`config.mk`:
```
export PLATFORM = sky130hd
export DESIGN_NAME = range_to_fixed_point_format
export DESIGN_NICKNAME = d
export VERILOG_FILES = /design/src/rff_pkg.sv /design/src/rff_datapath.sv /design/src/rff_ctrl.sv /design/src/range_to_fixed_point_format.sv
export VERILOG_INCLUDE_DIRS = /design/src /design/src/src
export SDC_FILE = /design/constraint.sdc
export NUM_CORES = 1
export LEC_CHECK = 0
export BUFFER_PORTS_ARGS = -buffer_cell sky130_fd_sc_hd__buf_4
export CORE_MARGIN = 5
export CORE_UTILIZATION = 35
export DETAILED_ROUTE_END_ITERATION = 12
export MAX_ROUTING_LAYER = met4
export PLACE_DENSITY = 0.56
export SLEW_MARGIN = 0
export SYNTH_ARGS = -nofsm -noshare
export SYNTH_HDL_FRONTEND = slang
export SYNTH_HIERARCHICAL = 1
export SYNTH_SLANG_ARGS = --single-unit
export TNS_END_PERCENT = 20
```
`constraint.sdc`:
```
create_clock -name clk -period 9.25 [get_ports clk]
set_clock_uncertainty 0.2 [all_clocks]
set_input_delay 0.4625 -clock clk [delete_from_list [all_inputs] [get_ports clk]]
set_output_delay 0.4625 -clock clk [all_outputs]
set_load 0.02 [all_outputs]
```
`src/range_to_fixed_point_format_macros.svh`:
```
// ----------------------------------------------------------------------------
// Assertion macros for the range to fixed-point format block
// Each macro expands to a labeled concurrent assertion, or to nothing.
// ----------------------------------------------------------------------------
`ifndef RANGE_TO_FIXED_POINT_FORMAT_MACROS_SVH
`define RANGE_TO_FIXED_POINT_FORMAT_MACROS_SVH
`ifndef SYNTHESIS
`define RFF_ASSERT_IMP(label, clk, rst, ante, cons) \
  label: assert property (@(posedge clk) disable iff (rst) (ante) |-> (cons)) \
    else $error("assertion failed");
`define RFF_ASSERT_NXT(label, clk, rst, ante, cons) \
  label: assert property (@(posedge clk) disable iff (rst) (ante) |=> (cons)) \
    else $error("assertion failed");
`else
`define RFF_ASSERT_IMP(label, clk, rst, ante, cons)
`define RFF_ASSERT_NXT(label, clk, rst, ante, cons)
`endif
`endif

```
`src/rff_pkg.sv`:
```
// ----------------------------------------------------------------------------
// rff_pkg
// Shared types, codes and constants of the fixed-point format selector.
// ----------------------------------------------------------------------------
package rff_pkg;

  localparam int unsigned CFG_IDX_W = 2;
  localparam int unsigned CFG_DATA_W = 8;

  localparam logic [CFG_IDX_W-1:0] REG_START = 2'd0;
  localparam logic [CFG_IDX_W-1:0] REG_THR   = 2'd1;
  localparam logic [CFG_IDX_W-1:0] REG_MAXW  = 2'd2;
  localparam logic [CFG_IDX_W-1:0] REG_STEP  = 2'd3;

  localparam logic [2:0] ST_OK        = 3'd0;
  localparam logic [2:0] ST_NAN       = 3'd1;
  localparam logic [2:0] ST_INF       = 3'd2;
  localparam logic [2:0] ST_SHORT_INT = 3'd3;
  localparam logic [2:0] ST_SHORT_FRC = 3'd4;

  typedef enum logic [2:0] {
    S_IDLE, S_PREP, S_SCAN, S_INIT, S_LOOP, S_DONE, S_OUT
  } state_t;

  // controller -> datapath
  typedef struct packed {
    logic load;
    logic prep;
    logic scan;
    logic init;
    logic grow;
    logic finish;
  } cmd_t;

  // datapath -> controller
  typedef struct packed {
    logic special;
    logic scan_done;
    logic need_grow;
  } sts_t;

endpackage

```
`src/rff_datapath.sv`:
```
// ----------------------------------------------------------------------------
// rff_datapath
// Operand registers, bit scans, integer-bit count and width search.
// ----------------------------------------------------------------------------
module rff_datapath
  import rff_pkg::*;
(
  input  logic        clk,
  input  logic        rst,
  input  cmd_t        cmd,
  output sts_t        sts,
  input  logic [63:0] in_min,
  input  logic [63:0] in_max,
  input  logic [6:0]  start_bits,
  input  logic [7:0]  thr_raw,
  input  logic [6:0]  maxw,
  input  logic [6:0]  step_raw,
  output logic [22:0] result
);
`include "range_to_fixed_point_format_macros.svh"

  logic [63:0] bmin, bmax;
  logic [62:0] mag;
  logic        sgn, nan_f, inf_f, eq_f;
  logic [5:0]  scan_pos;
  logic [6:0]  tz;          // trailing zeros of significand
  logic        tz_hit;
  logic [6:0]  blen;        // bit length of subnormal fraction
  logic [12:0] int_bits, frac, neg_int;
  logic [7:0]  bits;
  logic [2:0]  status;
  logic        outsgn;

  logic [10:0] ef;
  logic [51:0] mf;
  assign ef = mag[62:52];
  assign mf = mag[51:0];

  logic signed [12:0] thr_s;
  assign thr_s = {{5{thr_raw[7]}}, thr_raw};
  logic [7:0] step_w;
  assign step_w = (step_raw == 7'd0) ? 8'd1 : {1'b0, step_raw};

  // ceil(log2(mag + 1)) with mag + 1 rounded to nearest even.
  // mag <= 2^-53: y rounds to 1 -> 0. mag < 1 otherwise -> 1.
  // exponent k in 0..52: k+1, or k+2 when the integer part is all ones and
  // the fraction is above one ulp (y rounds past 2^(k+1)).
  // k >= 53: y == mag up to a carry that never changes the result.
  logic [12:0] clog;
  always_comb begin
    logic [5:0]  k;
    logic [51:0] hi_m, lo_m;
    k = 6'd0; hi_m = '0; lo_m = '0;
    if (mag == 63'd0) begin
      clog = 13'd0;
    end else if (ef < 11'd1023) begin
      clog = (ef < 11'd970 || (ef == 11'd970 && mf == 52'd0)) ? 13'd0 : 13'd1;
    end else if (ef >= 11'd1076) begin
      clog = {2'b0, ef} - 13'd1023 + ((mf != 52'd0) ? 13'd1 : 13'd0);
    end else begin
      k = 6'(ef - 11'd1023);               // 0..52
      lo_m = {52{1'b1}} >> k;              // fraction bits below the point
      hi_m = ~lo_m;
      if ((mf & hi_m) == hi_m && (mf & lo_m & ~52'd1) != 52'd0)
        clog = {7'd0, k} + 13'd2;
      else
        clog = {7'd0, k} + 13'd1;
    end
  end

  always_ff @(posedge clk) begin
    if (rst) begin
      scan_pos <= 6'd0;
    end else begin
      if (cmd.load) begin
        bmin <= in_min;
        bmax <= in_max;
      end
      if (cmd.prep) begin
        mag    <= (bmin[62:0] > bmax[62:0]) ? bmin[62:0] : bmax[62:0];
        nan_f  <= (&bmin[62:52] && bmin[51:0] != 0) || (&bmax[62:52] && bmax[51:0] != 0);
        inf_f  <= (&bmin[62:52] && bmin[51:0] == 0) || (&bmax[62:52] && bmax[51:0] == 0);
        sgn    <= bmin[63] && (bmin[62:0] != 63'd0);
        eq_f   <= (bmin == bmax) || (bmin[62:0] == 63'd0 && bmax[62:0] == 63'd0);
        scan_pos <= 6'd0;
        tz     <= 7'd0;
        tz_hit <= 1'b0;
        blen   <= 7'd0;
      end
      if (cmd.scan) begin
        logic [6:0] tz_v, blen_v;
        logic       hit_v;
        tz_v = tz;
        blen_v = blen;
        hit_v = tz_hit;
        // 8 bits per cycle over the 53-bit significand
        for (int i = 0; i < 8; i++) begin
          logic [5:0] p;
          logic b;
          p = scan_pos + 6'(i);
          b = (p == 6'd52) ? (ef != 11'd0) : ((p < 6'd52) ? mf[p] : 1'b0);
          if (p <= 6'd52) begin
            if (b) blen_v = {1'b0, p} + 7'd1;
            if (!hit_v && !b) tz_v = tz_v + 7'd1;
            if (b) hit_v = 1'b1;
          end
        end
        tz       <= tz_v;
        blen     <= blen_v;
        tz_hit   <= hit_v;
        scan_pos <= scan_pos + 6'd8;
      end
      if (cmd.init) begin
        logic signed [12:0] q, r, room, fl, cap;
        int_bits <= clog + {12'd0, sgn};
        bits     <= {1'b0, start_bits};
        q  = (ef == 11'd0) ? -13'sd1074 : ($signed({2'b0, ef}) - 13'sd1075);
        r  = -(q + $signed({6'd0, tz}));
        cap = (mag == 0 || r < 0) ? 13'sd0 : r;
        fl = (ef == 11'd0) ? ($signed({6'd0, blen}) - 13'sd1075)
                           : ($signed({2'b0, ef}) - 13'sd1023);
        neg_int <= (mag == 0 || fl > 0) ? 13'd0 : -fl;
        room = $signed({6'd0, start_bits}) - $signed(clog + {12'd0, sgn});
        frac <= (eq_f && thr_s < 0 && cap < room) ? cap : room;
        status <= nan_f ? ST_NAN : (inf_f ? ST_INF : ST_OK);
        outsgn <= nan_f ? 1'b1 : sgn;
      end
      if (cmd.grow) begin
        logic [7:0] nb;
        nb = bits + step_w;
        if (nb > {1'b0, maxw}) nb = {1'b0, maxw};
        bits <= nb;
        frac <= {5'd0, nb} - int_bits;
      end
      if (cmd.finish) begin
        if (status == ST_OK && $signed(frac) < thr_s) begin
          frac <= 13'd0;
          status <= ($signed(int_bits) > $signed({5'd0, bits})) ? ST_SHORT_INT : ST_SHORT_FRC;
        end
        if (status != ST_OK) frac <= 13'd0;
      end
    end
  end

  assign sts.special   = nan_f || inf_f;
  assign sts.scan_done = (scan_pos >= 6'd48);
  assign sts.need_grow = ($signed(frac) - $signed(neg_int) < thr_s) &&
                         (bits < {1'b0, maxw});
  assign result = {status, frac[11:0], bits[6:0], outsgn};

  `RFF_ASSERT_NXT(a_grow_mono, clk, rst, cmd.grow, bits >= $past(bits))
  `RFF_ASSERT_IMP(a_one_cmd, clk, rst, 1'b1, $onehot0(cmd))
  `RFF_ASSERT_NXT(a_grow_cap, clk, rst, cmd.grow, bits <= {1'b0, maxw})
endmodule

```
`src/rff_ctrl.sv`:
```
// ----------------------------------------------------------------------------
// rff_ctrl
// Sequencer: capture, classify, significand scan, width search, hand-off.
// ----------------------------------------------------------------------------
module rff_ctrl
  import rff_pkg::*;
(
  input  logic clk,
  input  logic rst,
  input  logic in_fire,
  input  logic out_free,
  input  sts_t sts,
  output cmd_t cmd,
  output logic in_rdy,
  output logic out_load
);
`include "range_to_fixed_point_format_macros.svh"

  state_t state, state_next;

  always_ff @(posedge clk) begin
    if (rst) state <= S_IDLE;
    else state <= state_next;
  end

  always_comb begin
    state_next = state;
    unique case (state)
      S_IDLE: if (in_fire) state_next = S_PREP;
      S_PREP: state_next = S_SCAN;
      S_SCAN: if (sts.scan_done) state_next = S_INIT;
      S_INIT: state_next = S_LOOP;
      S_LOOP: if (sts.special || !sts.need_grow) state_next = S_DONE;
      S_DONE: state_next = S_OUT;
      S_OUT:  if (out_free) state_next = S_IDLE;
      default: state_next = S_IDLE;
    endcase
  end

  always_comb begin
    cmd = '0;
    in_rdy = 1'b0;
    out_load = 1'b0;
    unique case (state)
      S_IDLE: begin in_rdy = 1'b1; cmd.load = in_fire; end
      S_PREP: cmd.prep = 1'b1;
      S_SCAN: cmd.scan = 1'b1;
      S_INIT: cmd.init = 1'b1;
      S_LOOP: cmd.grow = !sts.special && sts.need_grow;
      S_DONE: cmd.finish = 1'b1;
      S_OUT:  out_load = out_free;
      default: ;
    endcase
  end

  `RFF_ASSERT_IMP(a_rdy_idle, clk, rst, in_rdy, state == S_IDLE)
  `RFF_ASSERT_NXT(a_fire_prep, clk, rst, in_fire, state == S_PREP)
  `RFF_ASSERT_IMP(a_load_out, clk, rst, out_load, state == S_OUT)
endmodule

```
`src/range_to_fixed_point_format.sv`:
```
// ----------------------------------------------------------------------------
// range_to_fixed_point_format
// Picks signedness, width and fractional bits for a double-precision range.
// ----------------------------------------------------------------------------
// channel  | dir | payload
// s_axis   | in  | tdata[63:0] range_min_bits, [127:64] range_max_bits
// m_axis   | out | tdata[0] is_signed, [7:1] total_width, [19:8] frac_bits,
//          |     | [22:20] status
// cfg      | in  | cfg_we, cfg_idx, cfg_data (no read-back)
// One item at a time: capture, classify, significand scan, then the widening steps of the search.
// The significand scan covers 8 bits per cycle.
// Output register lets the next transfer in while a result waits.
// rst is synchronous; it clears the sequencer and the output valid, and sets config to its defaults.
module range_to_fixed_point_format
  import rff_pkg::*;
(
  input  logic                  clk,
  input  logic                  rst,
  input  logic                  s_axis_tvalid,
  output logic                  s_axis_tready,
  input  logic [127:0]          s_axis_tdata,  // range_min_bits, range_max_bits
  output logic                  m_axis_tvalid,
  input  logic                  m_axis_tready,
  output logic [23:0]           m_axis_tdata,  // is_signed, total_width, frac_bits, status
  input  logic                  cfg_we,
  input  logic [CFG_IDX_W-1:0]  cfg_idx,
  input  logic [CFG_DATA_W-1:0] cfg_data
);
`include "range_to_fixed_point_format_macros.svh"

  logic [6:0] start_bits, maxw, step;
  logic [7:0] thr;

  always_ff @(posedge clk) begin
    if (rst) begin
      start_bits <= 7'd32;
      thr        <= 8'd3;
      maxw       <= 7'd64;
      step       <= 7'd8;
    end else if (cfg_we) begin
      unique case (cfg_idx)
        REG_START: start_bits <= cfg_data[6:0];
        REG_THR:   thr        <= cfg_data;
        REG_MAXW:  maxw       <= cfg_data[6:0];
        REG_STEP:  step       <= cfg_data[6:0];
        default: ;
      endcase
    end
  end

  cmd_t cmd;
  sts_t sts;
  logic in_rdy, out_load, in_fire, out_free;
  logic [22:0] result;

  assign in_fire = s_axis_tvalid && in_rdy;
  assign s_axis_tready = in_rdy;
  assign out_free = !m_axis_tvalid || m_axis_tready;

  rff_ctrl u_ctrl (
    .clk(clk), .rst(rst), .in_fire(in_fire), .out_free(out_free),
    .sts(sts), .cmd(cmd), .in_rdy(in_rdy), .out_load(out_load)
  );

  rff_datapath u_dp (
    .clk(clk), .rst(rst), .cmd(cmd), .sts(sts),
    .in_min(s_axis_tdata[63:0]), .in_max(s_axis_tdata[127:64]),
    .start_bits(start_bits), .thr_raw(thr), .maxw(maxw), .step_raw(step),
    .result(result)
  );

  // output register
  always_ff @(posedge clk) begin
    if (rst) m_axis_tvalid <= 1'b0;
    else if (out_load) m_axis_tvalid <= 1'b1;
    else if (m_axis_tready) m_axis_tvalid <= 1'b0;
    if (out_load) m_axis_tdata <= {1'b0, result};
  end

  `RFF_ASSERT_NXT(a_out_set, clk, rst, out_load, m_axis_tvalid)
  `RFF_ASSERT_IMP(a_no_overwrite, clk, rst, m_axis_tvalid && !m_axis_tready, !out_load)
  `RFF_ASSERT_IMP(a_pad_zero, clk, rst, m_axis_tvalid, m_axis_tdata[23] == 1'b0)
endmodule

```
==> load_flow_metrics.sql <==
INSERT INTO impl_metrics (metric_group, metric, value, unit) VALUES
('clock_network', 'tritoncts', 'yes', ''),
('logic_synthesis', 'post_synth_edffs', '284', ''),
('global_route', 'first_global_vias', '18500', ''),
('sta', 'finalSetupTns', '0', 'ns'),
('clock_network', 'clk-insertion-delay-late', '0.57', 'ns'),
('worst_setup_path', 'r2r_cells', '44', ''),
('worst_setup_path', 'required', '9.50', 'ns'),
('die', 'die_area', '68700', 'µm²'),
('global_route', 'grt_first_pass_wirelength', '110000', 'µm'),
('global_route', 'global_route.overflow_total', '0', ''),
('clock_network', 'cts.reportedPaths.clkPinSlew', '0.06', 'ns'),
('final_layout', 'n_fill_cell', '5954', ''),
('placement', 'placed_area', '24600', 'µm²'),
('sta', 'max_slew_violation_count', '0', ''),
('logic_synthesis', 'synth_area_per_cell', '10.1', 'µm²'),
('logic_synthesis', 'synth-warning-count', '6', ''),
('die', 'dieWidth', '262', 'µm'),
('routing', 'drtAntennaViolNets', '0', ''),
('logic_synthesis', 'ys_async_sr_fraction', '0', '%'),
('worst_setup_path', 'worstReg2RegEnd', 'u_dp/frac[0]', ''),
('worst_setup_path', 'worst-setup-path-type', 'reg -> reg', ''),
('worst_setup_path', 'startpoint_type', 'flip-flop', ''),
('power', 'power_per_cell_area', '151', 'nW/µm²'),
('routing', 'route.final.wire_length', '72300', 'µm'),
('final_layout', 'utilization', '43.6', '%'),
('logic_synthesis', 'seq_area_frac_synth', '41.6', '%'),
('worst_setup_path', 'worst_ep_arrival_time', '8.93', 'ns'),
('final_layout', 'nNetsFinal', '2868', ''),
('worst_setup_path', 'critical_path.slowest_cell', 'sky130_fd_sc_hd__or4_1', ''),
('routing', 'firstDrtPassIters', '5', ''),
('sta', 'timing.final.hold_violations', '0', ''),
('die', 'fp.dieH', '262', 'µm'),
('clock_network', 'cts_root_buffer', 'sky130_fd_sc_hd__clkbuf_16', ''),
('global_route', 'grt_start_max_net_pins', '74', ''),
('logic_synthesis', 'synthFlopType', 'sky130_fd_sc_hd__edfxtp_1', ''),
('placement', 'number_of_buffers_inserted_by_port_buffering', '167', ''),
('clock_network', 'max-clock-path-buffers', '3', ''),
('sta', 'timing_worst_slew_pin_value', '0.891', 'ns'),
('sta', 'achievable-frequency', '115', 'MHz'),
('routing', 'post-route-drc-count', '0', ''),
('sta', 'slew_headroom', '40.6', '%'),
('global_route', 'grt_antenna_before_repair', '0', ''),
('die', 'std_cell_rows', '92', ''),
('final_layout', 'synthToLayoutAreaGrowth', '23.3', '%'),
('worst_setup_path', 'crit_path_max_incr_delay', '0.62', 'ns'),
('logic_synthesis', 'post_synth_inst_count', '2194', ''),
('routing', 'routed-via-count', '18100', ''),
('logic_synthesis', 'synth.lib_cells_used.distinct', '99', ''),
('min_path', 'hold_path.class', 'in -> reg', ''),
('logic_synthesis', 'yosys_register_bits', '320', ''),
('final_layout', 'final_layout_size_suffix_gt1_share', '17.5', '%'),
('die', 'initial_utilization', '35.3', '%'),
('clock_network', 'cts_buffers', '39', ''),
('placement', 'final_weighted_congestion_in_routability_driven_placement', '0.952', ''),
('worst_setup_path', 'cp-end-kind', 'flip-flop', ''),
('final_layout', 'stdcell_count', '3400', ''),
('power', 'vdd_ir_drop_max', '114', 'µV'),
('sta', 'post-route-worst-setup-slack', '0.566', 'ns'),
('routing', 'vias_per_cell', '5.32', ''),
('die', 'pin_count', '169', ''),
('placement', 'dpl_worst_slack', '0.0388', 'ns'),
('die', 'core', '63000', 'µm²'),
('final_layout', 'stdcell_area', '27400', 'µm²'),
('placement', 'hpwlAfterDp', '57700', 'µm'),
('sta', 'fin_crit', '8.68', 'ns'),
('clock_network', 'clock-sinks', '320', ''),
('routing', 'detail_route.wl_per_cell', '21.3', 'µm'),
('routing', 'first_iter_violations', '1174', ''),
('worst_setup_path', 'critPathMaxFanout', '13', ''),
('min_path', 'worstHoldPathCells', '3', ''),
('worst_setup_path', 'critical_path.reg2reg.startpoint', 'u_dp/mag[52]', ''),
('status', 'run_status', 'complete, no violations', ''),
('min_path', 'hold_path.startpoint', 'cfg_data[2]', ''),
('placement', 'placed_cells_incl_taps', '3187', ''),
('worst_setup_path', 'cp_common_cell', 'sky130_fd_sc_hd__buf_4', ''),
('sta', 'min_period_over_period', '93.9', '%'),
('min_path', 'worst_hold_endpoint', 'thr[2]', ''),
('logic_synthesis', 'synth_area', '22200', 'µm²'),
('clock_network', 'htree_num_levels', '2', ''),
('worst_setup_path', 'r2r_slack', '0.57', 'ns'),
('sta', 'setup_viol_count_final', '0', ''),
('power', 'total_leakage_power', '11.0', 'nW'),
('flow_run', 'number_of_max_cap_violations', '0', ''),
('global_route', 'gr-usage-all-layers', '21.3', '%');
## stage by stage
stage / power (mW) / hold slack, ns
CTS: 4.17 / 0.0864
detailed placement: 2.62 / 0.228
floorplan: 2.32 / 0.246
global placement: 2.61 / 0.232
global route: 4.35 / 0.104
finish: 4.14 / 0.105
## area by class of cell
cell class                      instances  area [µm²]  area share, %
Multi-Input combinational cell       1591       12000           43.6
Sequential cell                       320        9250           33.7
Timing Repair Buffer                  379        3180           11.6
Clock buffer                           51        1060           3.87
Tap cell                              846        1060           3.86
Inverter                              193         724           2.64
Clock inverter                         19         199          0.725
Antenna cell                            1        2.50        0.00912
## timing repair
action,in CTS,in global routing
gates resized for setup,0,25
hold buffers,134,0
buffers inserted,0,8
hold endpoints to repair,134,0
endpoints found under the setup margin,0,13
## where the power goes
group | leakage (nW) | internal [mW] | switching (mW)
Sequential | 2.91 | 1.67 | 0.0908
Clock | 0.607 | 0.854 | 0.637
Combinational | 7.44 | 0.401 | 0.478
## registers in the layout, indices dropped and copies added (netlist names), 3 cells and up
name	flops
step	7
u_dp/mag	63
u_dp/status	3
start_bits	7
maxw	7
u_dp/bits	8
thr	8
u_dp/scan_pos	3
u_dp/tz	7
u_ctrl/state	3
m_axis_tdata	23
u_dp/neg_int	13
u_dp/blen	7
u_dp/bmin	64
u_dp/bmax	64
u_dp/frac	13
u_dp/int_bits	13
## routing by layer
layer,routed length (µm),global-route usage (%),vias to the layer above
li1,-,-,8729
met1,29900,25.1,8716
met2,36900,38.2,480
met3,2910,2.49,147
met4,2590,6.59,0
met5,0,-,-
## critical path, delay by kind of cell (launching register included)
family | cells | cell delay [ns]
AND/OR/NAND/NOR | 13 | 2.80
AO/OA/AOI/OAI | 16 | 2.21
buffers and inverters | 8 | 1.26
adder cells (fa/ha/maj) | 4 | 1.16
flip-flops | 1 | 0.35
multiplexers | 1 | 0.32
XOR/XNOR | 2 | 0.27
## worst max path at each step
stage | from | endpoint | slack (ns) | cells after the start
6_report | u_dp/mag[52] | u_dp/frac[0] | 0.57 | 44
5_1_grt | u_dp/mag[52] | u_dp/frac[0] | -0.03 | 42
4_1_cts | u_dp/mag[52] | u_dp/frac[9] | 0.03 | 41
3_5_place_dp | u_dp/mag[52] | u_dp/frac[9] | 0.04 | 41
3_3_place_gp | u_dp/mag[52] | u_dp/frac[9] | 0.15 | 42
2_1_floorplan | u_dp/mag[52] | u_dp/frac[11] | 0.47 | 45
## placed cells by master, fill, tap and decap left out, types with 10 or more instances in the layout
cell type	n
sky130_fd_sc_hd__o21ai_0	116
sky130_fd_sc_hd__nand3_1	44
sky130_fd_sc_hd__nand2_1	108
sky130_fd_sc_hd__nand2b_1	75
sky130_fd_sc_hd__nor3b_1	11
sky130_fd_sc_hd__nor3_1	40
sky130_fd_sc_hd__a21o_1	43
sky130_fd_sc_hd__a21oi_1	135
sky130_fd_sc_hd__dfxtp_1	36
sky130_fd_sc_hd__dlygate4sd3_1	134
sky130_fd_sc_hd__ha_1	191
sky130_fd_sc_hd__and4_1	10
sky130_fd_sc_hd__mux2_2	73
sky130_fd_sc_hd__or2_2	12
sky130_fd_sc_hd__a31oi_1	15
sky130_fd_sc_hd__xnor2_1	75
sky130_fd_sc_hd__o211ai_1	12
sky130_fd_sc_hd__o21bai_1	19
sky130_fd_sc_hd__nor4_1	53
sky130_fd_sc_hd__edfxtp_1	284
sky130_fd_sc_hd__and3_1	12
sky130_fd_sc_hd__nor2_1	124
sky130_fd_sc_hd__nor2b_1	42
sky130_fd_sc_hd__clkbuf_16	40
sky130_fd_sc_hd__nand4_1	50
sky130_fd_sc_hd__mux2i_1	51
sky130_fd_sc_hd__buf_4	245
sky130_fd_sc_hd__and2_1	22
sky130_fd_sc_hd__xor2_1	38
sky130_fd_sc_hd__a211oi_1	10
sky130_fd_sc_hd__inv_1	191
sky130_fd_sc_hd__o21a_1	11
## Yosys cell counts, drive strengths merged, types with 6 or more instances
| cell type | n | area (µm²) |
|---|---|---|
| ha | 196 | 2450 |
| or2 | 14 | 87.6 |
| buf | 50 | 330 |
| nand3b | 6 | 45.0 |
| o31ai | 7 | 52.6 |
| or3 | 9 | 56.3 |
| nand2 | 112 | 430 |
| and4 | 10 | 87.6 |
| or4 | 7 | 52.6 |
| nor3 | 42 | 215 |
| o211ai | 12 | 90.1 |
| nand4 | 51 | 325 |
| nor2b | 46 | 288 |
| nand2b | 76 | 475 |
| and3 | 13 | 82.6 |
| nor3b | 13 | 97.6 |
| nand3 | 47 | 250 |
| mux2i | 51 | 510 |
| xnor2 | 76 | 684 |
| o21bai | 20 | 150 |
| o2111ai | 9 | 78.8 |
| edfxtp | 284 | 8530 |
| xor2 | 39 | 342 |
| mux4 | 6 | 135 |
| a211oi | 11 | 82.6 |
| a21o | 43 | 323 |
| nor4 | 56 | 372 |
| a31oi | 16 | 100 |
| clkbuf | 45 | 169 |
| o21a | 11 | 82.6 |
| a22oi | 6 | 45.0 |
| o21ai | 121 | 609 |
| mux2 | 74 | 833 |
| inv | 193 | 724 |
| nor2 | 124 | 465 |
| a21oi | 137 | 686 |
| a21boi | 7 | 52.6 |
| dfxtp | 36 | 721 |
| and2 | 24 | 153 |
## cell families (layout without fill, tap and decap cells)
logic type,after synthesis,after routing,synth area share [%]
simple gates,663,663,16.2
compound gates,469,469,13.5
flops,320,320,41.6
buf+inv,288,642,5.50
fa+ha+maj,202,202,11.5
mux,131,131,6.65
xor+xnor,119,119,5.02
other cells,2,8,0.0338
Power figures use the tool's default switching activity.
